--- config.mk ---
export PLATFORM = sky130hd
export DESIGN_NAME = ir_uart_carrier_transmitter
export DESIGN_NICKNAME = d
export VERILOG_FILES = /design/src/sv/iuct_pkg.sv /design/src/sv/ir_uart_carrier_transmitter.sv
export VERILOG_INCLUDE_DIRS = /design/src /design/src/sv
export SDC_FILE = /design/constraint.sdc
export NUM_CORES = 1
export LEC_CHECK = 0
export BUFFER_PORTS_ARGS = -buffer_cell sky130_fd_sc_hd__buf_2
export CORE_ASPECT_RATIO = 0.6
export CORE_MARGIN = 3
export CORE_UTILIZATION = 60
export CTS_BUF_LIST = sky130_fd_sc_hd__clkbuf_16
export DETAILED_ROUTE_END_ITERATION = 7
export GPL_ROUTABILITY_DRIVEN = 0
export GPL_TIMING_DRIVEN = 0
export PLACE_DENSITY = 0.76
export SLEW_MARGIN = 20
export SYNTH_ARGS = -nofsm -noshare
export SYNTH_HDL_FRONTEND = slang
export SYNTH_SLANG_ARGS = --single-unit
--- constraint.sdc ---
create_clock -name clock -period 3.61 [get_ports clock]
set_input_delay 0.361 -clock clock [delete_from_list [all_inputs] [get_ports clock]]
set_output_delay 0.361 -clock clock [all_outputs]
set_load 0.02 [all_outputs]
--- src/sv/ir_uart_carrier_transmitter_macros.svh ---
// ----------------------------------------------------------------------------
// IR UART carrier transmitter assertion macros
// Concurrent assertion helpers shared by the RTL of the transmitter.
// ----------------------------------------------------------------------------
`ifndef IR_UART_CARRIER_TRANSMITTER_MACROS_SVH
`define IR_UART_CARRIER_TRANSMITTER_MACROS_SVH

`ifndef SYNTHESIS

`define IUCT_ASSERT_ALWAYS(label, clk, rst, expr) \
   label: assert property (@(posedge clk) disable iff (rst) (expr)) \
      else $error("assertion failed: expression does not hold");

`define IUCT_ASSERT_IMPLY(label, clk, rst, ante, cons) \
   label: assert property (@(posedge clk) disable iff (rst) (ante) |-> (cons)) \
      else $error("assertion failed: implication does not hold");

`else

`define IUCT_ASSERT_ALWAYS(label, clk, rst, expr)

`define IUCT_ASSERT_IMPLY(label, clk, rst, ante, cons)

`endif

`endif

--- src/sv/iuct_pkg.sv ---
// ----------------------------------------------------------------------------
// IR UART carrier transmitter package
// Payload types, request codes, register indexes and reset values of the
// transmitter.
// ----------------------------------------------------------------------------
`timescale 1ns / 1ps

package iuct_pkg;

   localparam int DefFifoDepth = 64;

   localparam logic FUNC_TICK  = 1'b0;
   localparam logic FUNC_WRITE = 1'b1;

   localparam int CsrIndexWidth = 3;

   localparam logic [CsrIndexWidth-1:0] CSR_IDLE_HIGH      = 3'd0;
   localparam logic [CsrIndexWidth-1:0] CSR_CARRIER_CYCLES = 3'd1;
   localparam logic [CsrIndexWidth-1:0] CSR_HALF_PERIOD    = 3'd2;
   localparam logic [CsrIndexWidth-1:0] CSR_STOP1_UNIT     = 3'd3;
   localparam logic [CsrIndexWidth-1:0] CSR_STOP2_UNIT     = 3'd4;

   localparam logic [7:0] RST_CARRIER_CYCLES = 8'd60;
   localparam logic [7:0] RST_HALF_PERIOD    = 8'd13;
   localparam logic [7:0] RST_STOP1_UNIT     = 8'd27;
   localparam logic [7:0] RST_STOP2_UNIT     = 8'd14;

   typedef struct packed {
      logic       func;
      logic [7:0] data_byte;
   } req_type;

   typedef struct packed {
      logic       ir_pin;
      logic       write_accepted;
      logic [6:0] fifo_count;
      logic       busy_res;
   } rsp_type;

endpackage

--- src/sv/ir_uart_carrier_transmitter.sv ---
// ----------------------------------------------------------------------------
// IR UART carrier transmitter
// Queues bytes in a memory FIFO and sends them as carrier-modulated UART
// frames, one tick or one byte write per request.
// ----------------------------------------------------------------------------
// The block takes one request every clock cycle while req_stall is low and
// returns one response per request through a two-entry output buffer. A tick
// request advances the frame timing; a write request queues a byte unless the
// queue is full. The queue lives in a single memory with one write and one
// registered read port; the byte at the head is read when a frame starts and
// is shifted out from the following cycle on, so a frame may start on any tick.
`timescale 1ns / 1ps

`include "ir_uart_carrier_transmitter_macros.svh"

module ir_uart_carrier_transmitter #(
   parameter int FIFO_DEPTH = iuct_pkg::DefFifoDepth
) (
   input  logic                                  clock,
   input  logic                                  reset,
   input  logic                                  req_valid,
   output logic                                  req_stall,
   input  iuct_pkg::req_type                     req_data,
   output logic                                  rsp_valid,
   input  logic                                  rsp_stall,
   output iuct_pkg::rsp_type                     rsp_data,
   input  logic                                  csr_valid,
   output logic                                  csr_ready,
   input  logic [iuct_pkg::CsrIndexWidth-1:0]    csr_index,
   input  logic [7:0]                            csr_data
);

   import iuct_pkg::*;

   localparam int PtrWidth = $clog2(FIFO_DEPTH);
   localparam int CntWidth = $clog2(FIFO_DEPTH + 1);

   localparam logic [2:0] PH_IDLE  = 3'd0;
   localparam logic [2:0] PH_START = 3'd1;
   localparam logic [2:0] PH_DATA  = 3'd2;
   localparam logic [2:0] PH_STOP1 = 3'd3;
   localparam logic [2:0] PH_STOP2 = 3'd4;

   logic [7:0] queue_mem [FIFO_DEPTH];
   logic [7:0] rdata_ff;

   logic                idle_high_ff, idle_high_in;
   logic [7:0]          carrier_ff, carrier_in;
   logic [7:0]          half_ff, half_in;
   logic [7:0]          stop1_ff, stop1_in;
   logic [7:0]          stop2_ff, stop2_in;

   logic [PtrWidth-1:0] rptr_ff, rptr_in;
   logic [PtrWidth-1:0] wptr_ff, wptr_in;
   logic [CntWidth-1:0] fill_ff, fill_in;
   logic [2:0]          phase_ff, phase_in;
   logic [2:0]          bit_ff, bit_in;
   logic [7:0]          shift_ff, shift_in;
   logic                shift_load_ff, shift_load_in;
   logic [7:0]          unit_ff, unit_in;
   logic [7:0]          tick_ff, tick_in;
   logic                pin_ff, pin_in;

   logic                rsp_valid_ff, rsp_valid_in;
   rsp_type             rsp_data_ff, rsp_data_in;
   logic                skid_valid_ff, skid_valid_in;
   rsp_type             skid_data_ff, skid_data_in;

   logic                accept;
   logic                mem_we;
   logic                mem_re;
   logic                accepted;
   logic                do_start;
   logic [7:0]          shift_cur;
   logic [8:0]          unit_res;
   rsp_type             result;

   function automatic logic [8:0] begin_unit(
      input logic [2:0] phase,
      input logic       lsb,
      input logic       pin,
      input logic       idle,
      input logic [7:0] half,
      input logic [7:0] stop1,
      input logic [7:0] stop2
   );
      logic       new_pin;
      logic [7:0] len;
      case (phase)
         PH_START: begin
            new_pin = ~pin;
            len     = half;
         end
         PH_DATA: begin
            new_pin = lsb ? idle : ~pin;
            len     = half;
         end
         PH_STOP1: begin
            new_pin = idle;
            len     = stop1;
         end
         default: begin
            new_pin = idle;
            len     = stop2;
         end
      endcase
      return {new_pin, 8'(len - 8'd1)};
   endfunction

   assign accept    = req_valid & ~req_stall;
   assign req_stall = skid_valid_ff;
   assign csr_ready = 1'b1;
   assign rsp_valid = rsp_valid_ff;
   assign rsp_data  = rsp_data_ff;
   assign shift_cur = shift_load_ff ? rdata_ff : shift_ff;

   always_comb begin
      rptr_in       = rptr_ff;
      wptr_in       = wptr_ff;
      fill_in       = fill_ff;
      phase_in      = phase_ff;
      bit_in        = bit_ff;
      shift_in      = shift_cur;
      shift_load_in = 1'b0;
      unit_in       = unit_ff;
      tick_in       = tick_ff;
      pin_in        = pin_ff;
      mem_we        = 1'b0;
      mem_re        = 1'b0;
      accepted      = 1'b0;
      do_start      = 1'b0;
      unit_res      = '0;

      if (accept) begin
         if (req_data.func == FUNC_WRITE) begin
            if (fill_ff < CntWidth'(FIFO_DEPTH)) begin
               mem_we   = 1'b1;
               wptr_in  = (wptr_ff == PtrWidth'(FIFO_DEPTH - 1)) ? '0 : wptr_ff + 1'b1;
               fill_in  = fill_ff + 1'b1;
               accepted = 1'b1;
            end
         end else begin
            if (phase_ff == PH_IDLE || phase_ff > PH_STOP2) begin
               phase_in = PH_IDLE;
               do_start = 1'b1;
            end else if (tick_ff != 8'd0) begin
               tick_in = tick_ff - 8'd1;
            end else if (8'(unit_ff + 8'd1) != carrier_ff) begin
               unit_in  = unit_ff + 8'd1;
               unit_res = begin_unit(phase_ff, shift_cur[0], pin_ff, idle_high_ff,
                                     half_ff, stop1_ff, stop2_ff);
               {pin_in, tick_in} = unit_res;
            end else begin
               unit_in = 8'd0;
               case (phase_ff)
                  PH_START: begin
                     phase_in = PH_DATA;
                     bit_in   = 3'd0;
                     unit_res = begin_unit(PH_DATA, shift_cur[0], pin_ff, idle_high_ff,
                                           half_ff, stop1_ff, stop2_ff);
                     {pin_in, tick_in} = unit_res;
                  end
                  PH_DATA: begin
                     shift_in = {1'b0, shift_cur[7:1]};
                     if (bit_ff == 3'd7) begin
                        phase_in = PH_STOP1;
                        unit_res = begin_unit(PH_STOP1, 1'b0, pin_ff, idle_high_ff,
                                              half_ff, stop1_ff, stop2_ff);
                     end else begin
                        bit_in   = bit_ff + 3'd1;
                        unit_res = begin_unit(PH_DATA, shift_cur[1], pin_ff, idle_high_ff,
                                              half_ff, stop1_ff, stop2_ff);
                     end
                     {pin_in, tick_in} = unit_res;
                  end
                  PH_STOP1: begin
                     phase_in = PH_STOP2;
                     unit_res = begin_unit(PH_STOP2, 1'b0, pin_ff, idle_high_ff,
                                           half_ff, stop1_ff, stop2_ff);
                     {pin_in, tick_in} = unit_res;
                  end
                  default: begin
                     phase_in = PH_IDLE;
                     pin_in   = idle_high_ff;
                     do_start = 1'b1;
                  end
               endcase
            end

            if (do_start && fill_ff != '0) begin
               mem_re        = 1'b1;
               rptr_in       = (rptr_ff == PtrWidth'(FIFO_DEPTH - 1)) ? '0 : rptr_ff + 1'b1;
               fill_in       = fill_ff - 1'b1;
               phase_in      = PH_START;
               bit_in        = 3'd0;
               unit_in       = 8'd0;
               pin_in        = ~idle_high_ff;
               tick_in       = 8'(half_ff - 8'd1);
               shift_load_in = 1'b1;
            end
         end
      end

      idle_high_in = idle_high_ff;
      carrier_in   = carrier_ff;
      half_in      = half_ff;
      stop1_in     = stop1_ff;
      stop2_in     = stop2_ff;
      if (csr_valid && csr_ready) begin
         case (csr_index)
            CSR_IDLE_HIGH: begin
               idle_high_in = csr_data[0];
               if (phase_ff == PH_IDLE && !accept) begin
                  pin_in = csr_data[0];
               end
            end
            CSR_CARRIER_CYCLES: carrier_in = csr_data;
            CSR_HALF_PERIOD:    half_in    = csr_data;
            CSR_STOP1_UNIT:     stop1_in   = csr_data;
            CSR_STOP2_UNIT:     stop2_in   = csr_data;
            default: begin
            end
         endcase
      end

      result.ir_pin         = pin_in;
      result.write_accepted = accepted;
      result.fifo_count     = 7'(fill_in);
      result.busy_res       = (phase_in != PH_IDLE);

      rsp_valid_in  = rsp_valid_ff;
      rsp_data_in   = rsp_data_ff;
      skid_valid_in = skid_valid_ff;
      skid_data_in  = skid_data_ff;
      if (!rsp_valid_ff || !rsp_stall) begin
         if (skid_valid_ff) begin
            rsp_valid_in  = 1'b1;
            rsp_data_in   = skid_data_ff;
            skid_valid_in = 1'b0;
         end else begin
            rsp_valid_in = accept;
            rsp_data_in  = result;
         end
      end else if (accept) begin
         skid_valid_in = 1'b1;
         skid_data_in  = result;
      end
   end

   always_ff @(posedge clock) begin
      if (mem_we) begin
         queue_mem[wptr_ff] <= req_data.data_byte;
      end
   end

   always_ff @(posedge clock) begin
      if (mem_re) begin
         rdata_ff <= queue_mem[rptr_ff];
      end
   end

   always_ff @(posedge clock) begin
      if (reset) begin
         idle_high_ff  <= 1'b0;
         carrier_ff    <= RST_CARRIER_CYCLES;
         half_ff       <= RST_HALF_PERIOD;
         stop1_ff      <= RST_STOP1_UNIT;
         stop2_ff      <= RST_STOP2_UNIT;
         rptr_ff       <= '0;
         wptr_ff       <= '0;
         fill_ff       <= '0;
         phase_ff      <= PH_IDLE;
         bit_ff        <= 3'd0;
         shift_ff      <= 8'd0;
         shift_load_ff <= 1'b0;
         unit_ff       <= 8'd0;
         tick_ff       <= 8'd0;
         pin_ff        <= 1'b0;
         rsp_valid_ff  <= 1'b0;
         skid_valid_ff <= 1'b0;
      end else begin
         idle_high_ff  <= idle_high_in;
         carrier_ff    <= carrier_in;
         half_ff       <= half_in;
         stop1_ff      <= stop1_in;
         stop2_ff      <= stop2_in;
         rptr_ff       <= rptr_in;
         wptr_ff       <= wptr_in;
         fill_ff       <= fill_in;
         phase_ff      <= phase_in;
         bit_ff        <= bit_in;
         shift_ff      <= shift_in;
         shift_load_ff <= shift_load_in;
         unit_ff       <= unit_in;
         tick_ff       <= tick_in;
         pin_ff        <= pin_in;
         rsp_valid_ff  <= rsp_valid_in;
         skid_valid_ff <= skid_valid_in;
      end
   end

   always_ff @(posedge clock) begin
      rsp_data_ff  <= rsp_data_in;
      skid_data_ff <= skid_data_in;
   end

   `IUCT_ASSERT_ALWAYS(a_fill_bound, clock, reset, fill_ff <= CntWidth'(FIFO_DEPTH))
   `IUCT_ASSERT_IMPLY(a_load_in_start, clock, reset, shift_load_ff, phase_ff == PH_START)
   `IUCT_ASSERT_IMPLY(a_skid_behind_out, clock, reset, skid_valid_ff, rsp_valid_ff)
   `IUCT_ASSERT_IMPLY(a_no_read_and_write, clock, reset, mem_re, !mem_we)

endmodule
Word level (Yosys, flattened, before mapping)
Memories as Yosys holds them, arrays and structs flattened. A register that Yosys moved wholly into a read port is not among the register bits.
Cells that the tools add are included.

word-level totals
  bits in registers = 106
  latch bits = 0
  RAM bits = 512
  bits in read-only memories = 0
  input bits = 25
  output and inout bits = 13
  word-level logic and storage cells = 188
  memories = 1

memories
  name       depth  bits a word  read ports  clocked after Yosys merged registers in  wr ports  RTL line                           RTL
  queue_mem  64     8            1           1                                        1         ir_uart_carrier_transmitter.sv:44  logic [7:0] queue_mem [FIFO_DEPTH];

cells by class
  $add $sub $neg = 13
  multiply operators = 0
  divide/modulo/power cells = 0
  $lt $le $gt $ge = 2
  eq/ne operators = 15
  shift-type cells = 0
  multiplexer cells = 98
  bitwise logic cells = 6
  reduce and logical (&&, ||, !) cells = 28

operators with widths
  cell                   number
  $mux W8                46
  $sub A8 B1 Y8 const B  7
  $mux W3                12
  $mux W7                4
  $mux W1                26
  $pmux W8 S3            1
  $pmux W8 S2            1
  $add A6 B1 Y6 const B  2
  $eq A3 B2 Y1 const B   4
  $eq A6 B6 Y1 const B   2
  $mux W6                2
  $reduce_and A2 Y1      6
  $mux W10               1
  $mux W9                1
  $pmux W3 S3            1
  $add A8 B1 Y8 const B  1
  $ne A8 B8 Y1           1
  $reduce_and A4 Y1      2
  $reduce_bool A8 Y1     1
  $add A7 B1 Y7 const B  1
  $lt A7 B7 Y1 const B   1
  $reduce_and A7 Y1      1
  $reduce_bool A7 Y1     1
  $sub A7 B1 Y7 const B  1
  19 further kinds       36

Longest topological paths before layout
Gate-level depths: netlist (run 1).

  word-level depth = 21
  depth in mapped cells = 11
  depth with buffers taken out = 9

Worst setup path after synthesis (run 1)
OpenSTA, ideal clock, no wires.

  path type = register to register
  from = reg rptr_ff[0]
  to = reg rdata_ff[2], read port of queue_mem (data pin)
  setup time = 0.272 ns
  arrival = 2.710 ns
  required time = 3.338 ns
  slack = 0.628 ns
  cell stages (with the launch flop) = 7
  path buffers = 3
  period minus slack after synthesis = 2.982 ns
  cell sequence = dfxtp_1 > clkbuf_1 > clkbuf_1 > buf_1 > mux4_2 > mux4_2 > mux4_2

RTL lines
  what                    RTL line                            RTL
  start, declared         ir_uart_carrier_transmitter.sv:53   logic [PtrWidth-1:0] rptr_ff, rptr_in;
  start signal, assigned  ir_uart_carrier_transmitter.sv:287  rptr_ff <= rptr_in;
  end, declared           ir_uart_carrier_transmitter.sv:45   logic [7:0] rdata_ff;

Worst setup path in the final report (run 1)
  from = reg skid_valid_ff (netlist: req_stall)
  to = mem queue_mem[15][3], enable pin

between the ends
  cells in the longest elaborated chain, start to end = 5

ends and longest elaborated chain
  what                           RTL line                            RTL
  start, declared                ir_uart_carrier_transmitter.sv:66   logic skid_valid_ff, skid_valid_in;
  start signal, assigned         ir_uart_carrier_transmitter.sv:298  skid_valid_ff <= skid_valid_in;
  $not A1 Y1                     ir_uart_carrier_transmitter.sv:110  assign accept = req_valid & ~req_stall;
  $and A1 B1 Y1                  ir_uart_carrier_transmitter.sv:110
  $mux W1                        n/a
  net accepted                   ir_uart_carrier_transmitter.sv:72   logic accepted;
  $mux W1                        ir_uart_carrier_transmitter.sv:251  if (mem_we) begin
  $mux W1 (implied by the code)  ir_uart_carrier_transmitter.sv:252  queue_mem[wptr_ff] <= req_data.data_byte;
  end, declared                  ir_uart_carrier_transmitter.sv:44

The timed path passes the listed nets, and every way through them passes these cells.

==> metrics.txt, run 1 <==
worst-case register-to-register setup slack -0.01 ns; mapped cell area around 27000 µm²; overall track demand over capacity in global routing 0.292; top cell family by delay on the critical path simple AND/OR/NAND/NOR gates; number of endpoints failing setup at the final stage 13; Tmin final 3.62 ns; pwr dens roughly 570 nW/µm²; top post-synthesis cells by area edfxtp_1, mux4_2, dfxtp_1, nor2_1, nand2_1; DR iter-0 viols 2697; async set or reset register ratio after synthesis 0; final non-filler cell area 29100 µm²; worst clock skew approximately 0.016 ns; fraction of synthesized cell area in xor and xnor cells 0.0144; fraction of the mapped netlist area in compound gates 0.0458; Top-Level Pins 38; period utilisation layout 1.00; standard cell area after detailed placement roughly 27000 µm²; number of failing hold endpoints at the final stage 0; simple-gate share of the synthesized area 0.0831; total clock buffers created by CTS 53; fmax between 0.2 and 0.3 GHz; path type of the worst min-delay path input pin to flop; TritonRoute pass-1 iters 7; first-pass GRT wire length about 100000 µm; area of the die about 47000 µm²; violated checks setup timing; number of buffer and inverter instances along the worst setup path 1; count of cell types in the netlist 87; Core Region approximately 43000 µm²; post-synthesis share of cell area spent on full adders, half adders and majority gates 0.00661; CTS H-Tree Depth 2; Max clock buf depth 3; wire length after detailed routing 67800 µm; Mapped Nets around 1600; post-synthesis sequential area ratio 0.677; most repeated library cell on the critical path nor2_1; Post-synth EDFFs 540; placed wire-length estimate after detailed placement approximately 46000 µm; hold_buf cts 0; initial standard-cell utilization of the core 0.620; Static Leak 0.00916 µW; data arrival time of the worst path around 3.8 ns; peak per-stage delay on the critical path 0.89 ns; master of the slowest instance on the critical path nor2_1; Sum Neg Setup Slack -0.0768 ns; most common library cell in the layout ignoring fill and taps edfxtp_1; top cell type by total area after synthesis edfxtp_1; worst r2r dst queue_mem[15][3]$_DFFE_PP_; mean instance size in the synthesized netlist about 17 µm²; via density per instance approximately 6.9; launch point of the worst reg-to-reg path req_stall$_SDFFE_PP0P_; Setup crit start kind flop; vertical die dimension ~170 µm; vias in the first global route approximately 15000; worst hold path stage count 3; gate count of the mapped netlist approximately 1600; area growth from synthesis to final layout 9.94%; detailed-route DRC error count 0; IO buf count 34; number of cells on the worst reg-to-reg path 7; grt total ovfl 0; number of nets in the layout roughly 1700; Cell Rows just under 60; Tightest Pin Transition ~1.2 ns; clock latency on the worst-skew pair just under 0.6 ns; result of the run complete, but fails checks; Synth top area share 0.612; die width 277 µm; min-delay src csr_data[7]; clk slew on worst S/H paths ~0.07 ns; post-route ant nets 0; Max FO, Critical Path 10; primary flip-flop cell chosen by synthesis mapping edfxtp_1; number of antenna violations at the first check in global routing 1; count of warnings emitted by yosys 0; ordered cell list for the critical path nand2b_1, nor2_1, nand2_1, inv_2, and2_0, nand3_1, nor2_1; unrepaired setup endpoints after global routing yes; commonest cells after routing, fill and taps aside edfxtp_1, mux4_2, nor2_1; routed length per instance around 29 µm; multiplexer share of the synthesized area 0.157; ANT cells 0; flip-flop count of the largest register, all copies and words added about 510; Slew Limit Headroom 0.190; combinational family with the most area after synthesis multiplexers; number of max-slew violations in the final report 0; root buffer cell clkbuf_16; min setup slack post-route -0.0104 ns; fraction of final layout cells with drive strength greater than 1 0.196; CTS tree built; Reg with most FFs queue_mem; hold worst-path end half_ff[7]$_SDFFE_PP0P_; startpoint-to-endpoint class of the critical path flop to flop; Critical Path End Type flop; maximum number of pins on one net before global-route repair 65; Synth Register Bits approximately 630; number of maximum-capacitance violations 0; required arrival time at the worst endpoint about 3.8 ns; overall via count from detail_route between 15000 and 20000; worst-case vdd ir drop 0.495 mV; clock sinks around 630
==> cells in the mapped netlist, types with 10 or more instances <==
master and instances:
nand4_1 12, clkbuf_1 58, dfxtp_1 86, xnor2_1 17
nand3b_1 18, mux4_2 169, inv_1 18, nor3_1 27
nor2b_1 27, nand2_1 117, edfxtp_1 540, nor2_1 137
o21ai_0 11, and3_1 11, o211ai_1 10, ha_1 14
mux2i_1 16, xor2_1 24, nand3_1 29, buf_2 10
a21oi_1 47, o21ai_1 13, buf_1 22
==> timing repair <==
item	in CTS	in global routing
endpoints found under the hold margin	0	0
gates resized for setup	16	15
pin swaps	0	1
endpoints found under the setup margin	47	56
buffers inserted	0	2
==> layout make-up <==
cell class | instances | area (µm²)
clock inverter | 44 | 277
inverter | 20 | 75.1
sequential | 626 | 17900
timing repair buffer | 36 | 205
buffer | 90 | 382
tap | 570 | 713
fill | 2801 | 13600
clock buffer | 55 | 1380
multi-input combinational | 865 | 8170
==> worst max-delay path by stage <==
stage / start / cells after the start / slack (ns) / to
4_1_cts: rptr_ff[1]$_SDFFE_PP0P_ / 6 / 0.04 / rdata_ff[1]$_DFFE_PP_
3_3_place_gp: rptr_ff[0]$_SDFFE_PP0P_ / 6 / -0.51 / rdata_ff[2]$_DFFE_PP_
5_1_grt: req_stall$_SDFFE_PP0P_ / 7 / -0.13 / queue_mem[31][7]$_DFFE_PP_
3_5_place_dp: rptr_ff[0]$_SDFFE_PP0P_ / 6 / -0.55 / rdata_ff[2]$_DFFE_PP_
6_report: req_stall$_SDFFE_PP0P_ / 7 / -0.01 / queue_mem[15][3]$_DFFE_PP_
2_1_floorplan: rptr_ff[0]$_SDFFE_PP0P_ / 6 / 0.63 / rdata_ff[2]$_DFFE_PP_
==> stage by stage <==
stage                     utilization  hold WS [ns]  setup WS, ns  total power (µW)  std cells
after floorplan                     -         0.450         0.628             10100       1602
after global placement          0.641         0.459        -0.510             11000       2206
after detailed placement        0.641         0.472        -0.546             11000       2206
after CTS                       0.680        0.0699        0.0391             16500       2304
after global routing            0.682        0.0985        -0.134             17100       2306
final                           0.682         0.112       -0.0104             16600       2306
==> worst min-delay path: cells and delay by family <==
family                 cells  cell delay (ns)
AO/OA/AOI/OAI              1             0.05
buffers and inverters      1             0.16
AND/OR/NAND/NOR            1             0.07
==> logic make-up after synthesis <==
family | after synthesis
adders and majority gates | 14
and+or+nand+nor | 442
xor gates and xnor gates | 42
DFF | 626
muxes | 195
AOI/OAI and AO/OA | 171
other | 1
buffers and inverters | 111
==> per-layer routing <==
metal / vias up / share of wire / wire (µm) / GRT usage
met3: 146 / 0.16 / 10700 / 0.128
met5: - / 0.00013 / 9 / 0
met1: 8037 / 0.42 / 28400 / 0.453
li1: 6563 / - / - / -
met4: 2 / 0.022 / 1500 / 0.0609
met2: 1119 / 0.40 / 27200 / 0.384
==> where the power goes <==
group,internal (µW),leakage [µW],total (µW),switching [µW]
sequential,8040,0.00558,8150,110
clock,2970,0.000842,5530,2560
combinational,1090,0.00274,2880,1790
total,12100,0.00916,16600,4460
Power figures use the tool's default switching activity.
==> inputs of run 2 (changes only) <==
--- a/config.mk
+++ b/config.mk
@@ -6,6 +6,7 @@
 export SDC_FILE = /design/constraint.sdc
 export NUM_CORES = 1
 export LEC_CHECK = 0
+export ABC_CLOCK_PERIOD_IN_PS = 3610
 export BUFFER_PORTS_ARGS = -buffer_cell sky130_fd_sc_hd__buf_2
 export CORE_ASPECT_RATIO = 0.6
 export CORE_MARGIN = 3
@@ -15,7 +16,7 @@
 export GPL_ROUTABILITY_DRIVEN = 0
 export GPL_TIMING_DRIVEN = 0
 export PLACE_DENSITY = 0.76
-export SLEW_MARGIN = 20
+export SKIP_CTS_REPAIR_TIMING = 1
 export SYNTH_ARGS = -nofsm -noshare
 export SYNTH_HDL_FRONTEND = slang
 export SYNTH_SLANG_ARGS = --single-unit
==> metrics.txt, run 2 (synthesis results as in run 1) <==
metal2 WL about 28000 µm; Static Leak slightly above 0.009 µW; number of maximum-capacitance violations 0; vias in the first global route roughly 15000; number of max-slew violations in the final report 0; IO buf count 34; post-route ant nets 0; area of the die roughly 47000 µm²; Util after Layout 0.682; number of nets in the layout about 1700; TritonRoute pass-1 iters 8; switching portion of total power 0.270; period utilisation layout 1.02; fraction of power consumed by the clock network 0.334; vertical die dimension between 150 and 200 µm; CTS H-Tree Depth 2; number of failing hold endpoints at the final stage 0; violated checks setup timing; number of antenna violations at the first check in global routing 1; maximum number of pins on one net before global-route repair 65; Met3 Wirelength roughly 11000 µm; ANT cells 0; startpoint-to-endpoint class of the critical path flop to flop; detailed-route DRC error count 0; clock sinks around 630; fraction of final layout cells with drive strength greater than 1 0.197; required arrival time at the worst endpoint 3.83 ns; Tmin final 3.66 ns; pwr dens roughly 570 nW/µm²; flip-flop count of the largest register, all copies and words added 512; Max clock buf depth 3; cell-internal power ~12000 µW; area of all sequential standard cells 17900 µm²; DR iter-0 viols between 2000 and 3000; Cell Rows between 50 and 60; worst clock skew about 0.015 ns; commonest cells after routing, fill and taps aside edfxtp_1, mux4_2, nor2_1; routed length per instance between 20 and 30 µm; part of the power in combinational logic 0.174; first-pass GRT wire length approximately 100000 µm; worst hold slack between 0.1 and 0.15 ns; standard cell area after detailed placement approximately 27000 µm²; overall track demand over capacity in global routing 0.292; fmax about 0.27 GHz; number of filler instances in the final layout 2800; unrepaired setup endpoints after global routing yes; min setup slack post-route -0.0542 ns; most common library cell in the layout ignoring fill and taps edfxtp_1; Slew Limit Headroom 0.145; result of the run complete, but fails checks; via density per instance 6.91; clock latency on the worst-skew pair 0.59 ns; initial standard-cell utilization of the core 0.620; path type of the worst min-delay path input pin to flop; wire length after detailed routing ~70000 µm; placed wire-length estimate after detailed placement approximately 46000 µm; clk slew on worst S/H paths 0.07 ns; Setup crit start kind flop; CTS tree built; root buffer cell clkbuf_16; die width approximately 280 µm; portion of total power attributed to sequential cells 0.492; Critical Path End Type flop; total clock buffers created by CTS 53; Max FO, Critical Path 10; Tightest Pin Transition 1.28 ns; worst-case vdd ir drop between 0.5 and 0.6 mV; Top-Level Pins 38; Core Region 42700 µm²; final non-filler cell area 29100 µm²; number of endpoints failing setup at the final stage 41; grt total ovfl 0; worst-case register-to-register setup slack -0.05 ns; Met1 Routed Length about 28000 µm; Reg with most FFs queue_mem; data arrival time of the worst path about 3.9 ns; area growth from synthesis to final layout 9.93%; net switching power of the design between 4000 and 5000 µW; overall via count from detail_route between 15000 and 20000; Power Total roughly 17000 µW; highest metal used met5; footprint of the multi-input gates between 8000 and 9000 µm²
[run 2: cell type report]
class                   count  area share
clock buffers              55      0.0472
repair buffers             36     0.00636
inverters                  20     0.00258
well taps                 570      0.0245
clock inverters            44     0.00949
plain buffers              91      0.0133
flip-flops and latches    626       0.616
multi-input cells         865       0.281
[run 2: routing by layer]
layer | GRT usage | vias to the layer above
met4 | 0.0607 | 2
met2 | 0.383 | 1121
li1 | - | 6556
met1 | 0.454 | 8135
met5 | 0 | -
met3 | 0.130 | 130
[run 2: power by group through the flow]
stage	clock, µW	combinational [µW]	sequential (µW)
6_report	5540	2890	8150
5_1_grt	5860	3050	8160
4_1_cts	5580	2740	8150
3_5_place_dp	0	2720	8300
3_3_place_gp	0	2670	8290
2_1_floorplan	0	1800	8330
[run 2: worst max-delay path: stages, from the launching register on]
cell and delay (ns):
dfxtp_1 0.39, nand2b_1 0.20, nor2_1 0.21, nand2_1 0.25, inv_2 0.26, and2_0 0.32
nand3_1 0.75, nor2_1 0.91
[run 2: path summary, 6_finish.rpt]
check	startpoint	to	cells past startpoint
max	req_stall$_SDFFE_PP0P_	queue_mem[15][3]$_DFFE_PP_	7
min	csr_data[1]	half_ff[1]$_SDFFE_PP0P_	3
min reg2reg	bit_ff[1]$_SDFFE_PP0P_	bit_ff[1]$_SDFFE_PP0P_	2
max reg2reg	req_stall$_SDFFE_PP0P_	queue_mem[15][3]$_DFFE_PP_	7
[run 2: per-stage QoR]
stage / setup TNS (ns) / worst slack, ns / std cells
floorplan: 0 / 0.628 / 1602
global placement: -6.49 / -0.510 / 2206
detailed placement: -7.47 / -0.546 / 2206
CTS: -9.57 / -0.604 / 2305
global route: -5.59 / -0.152 / 2307
finish: -1.27 / -0.0542 / 2307
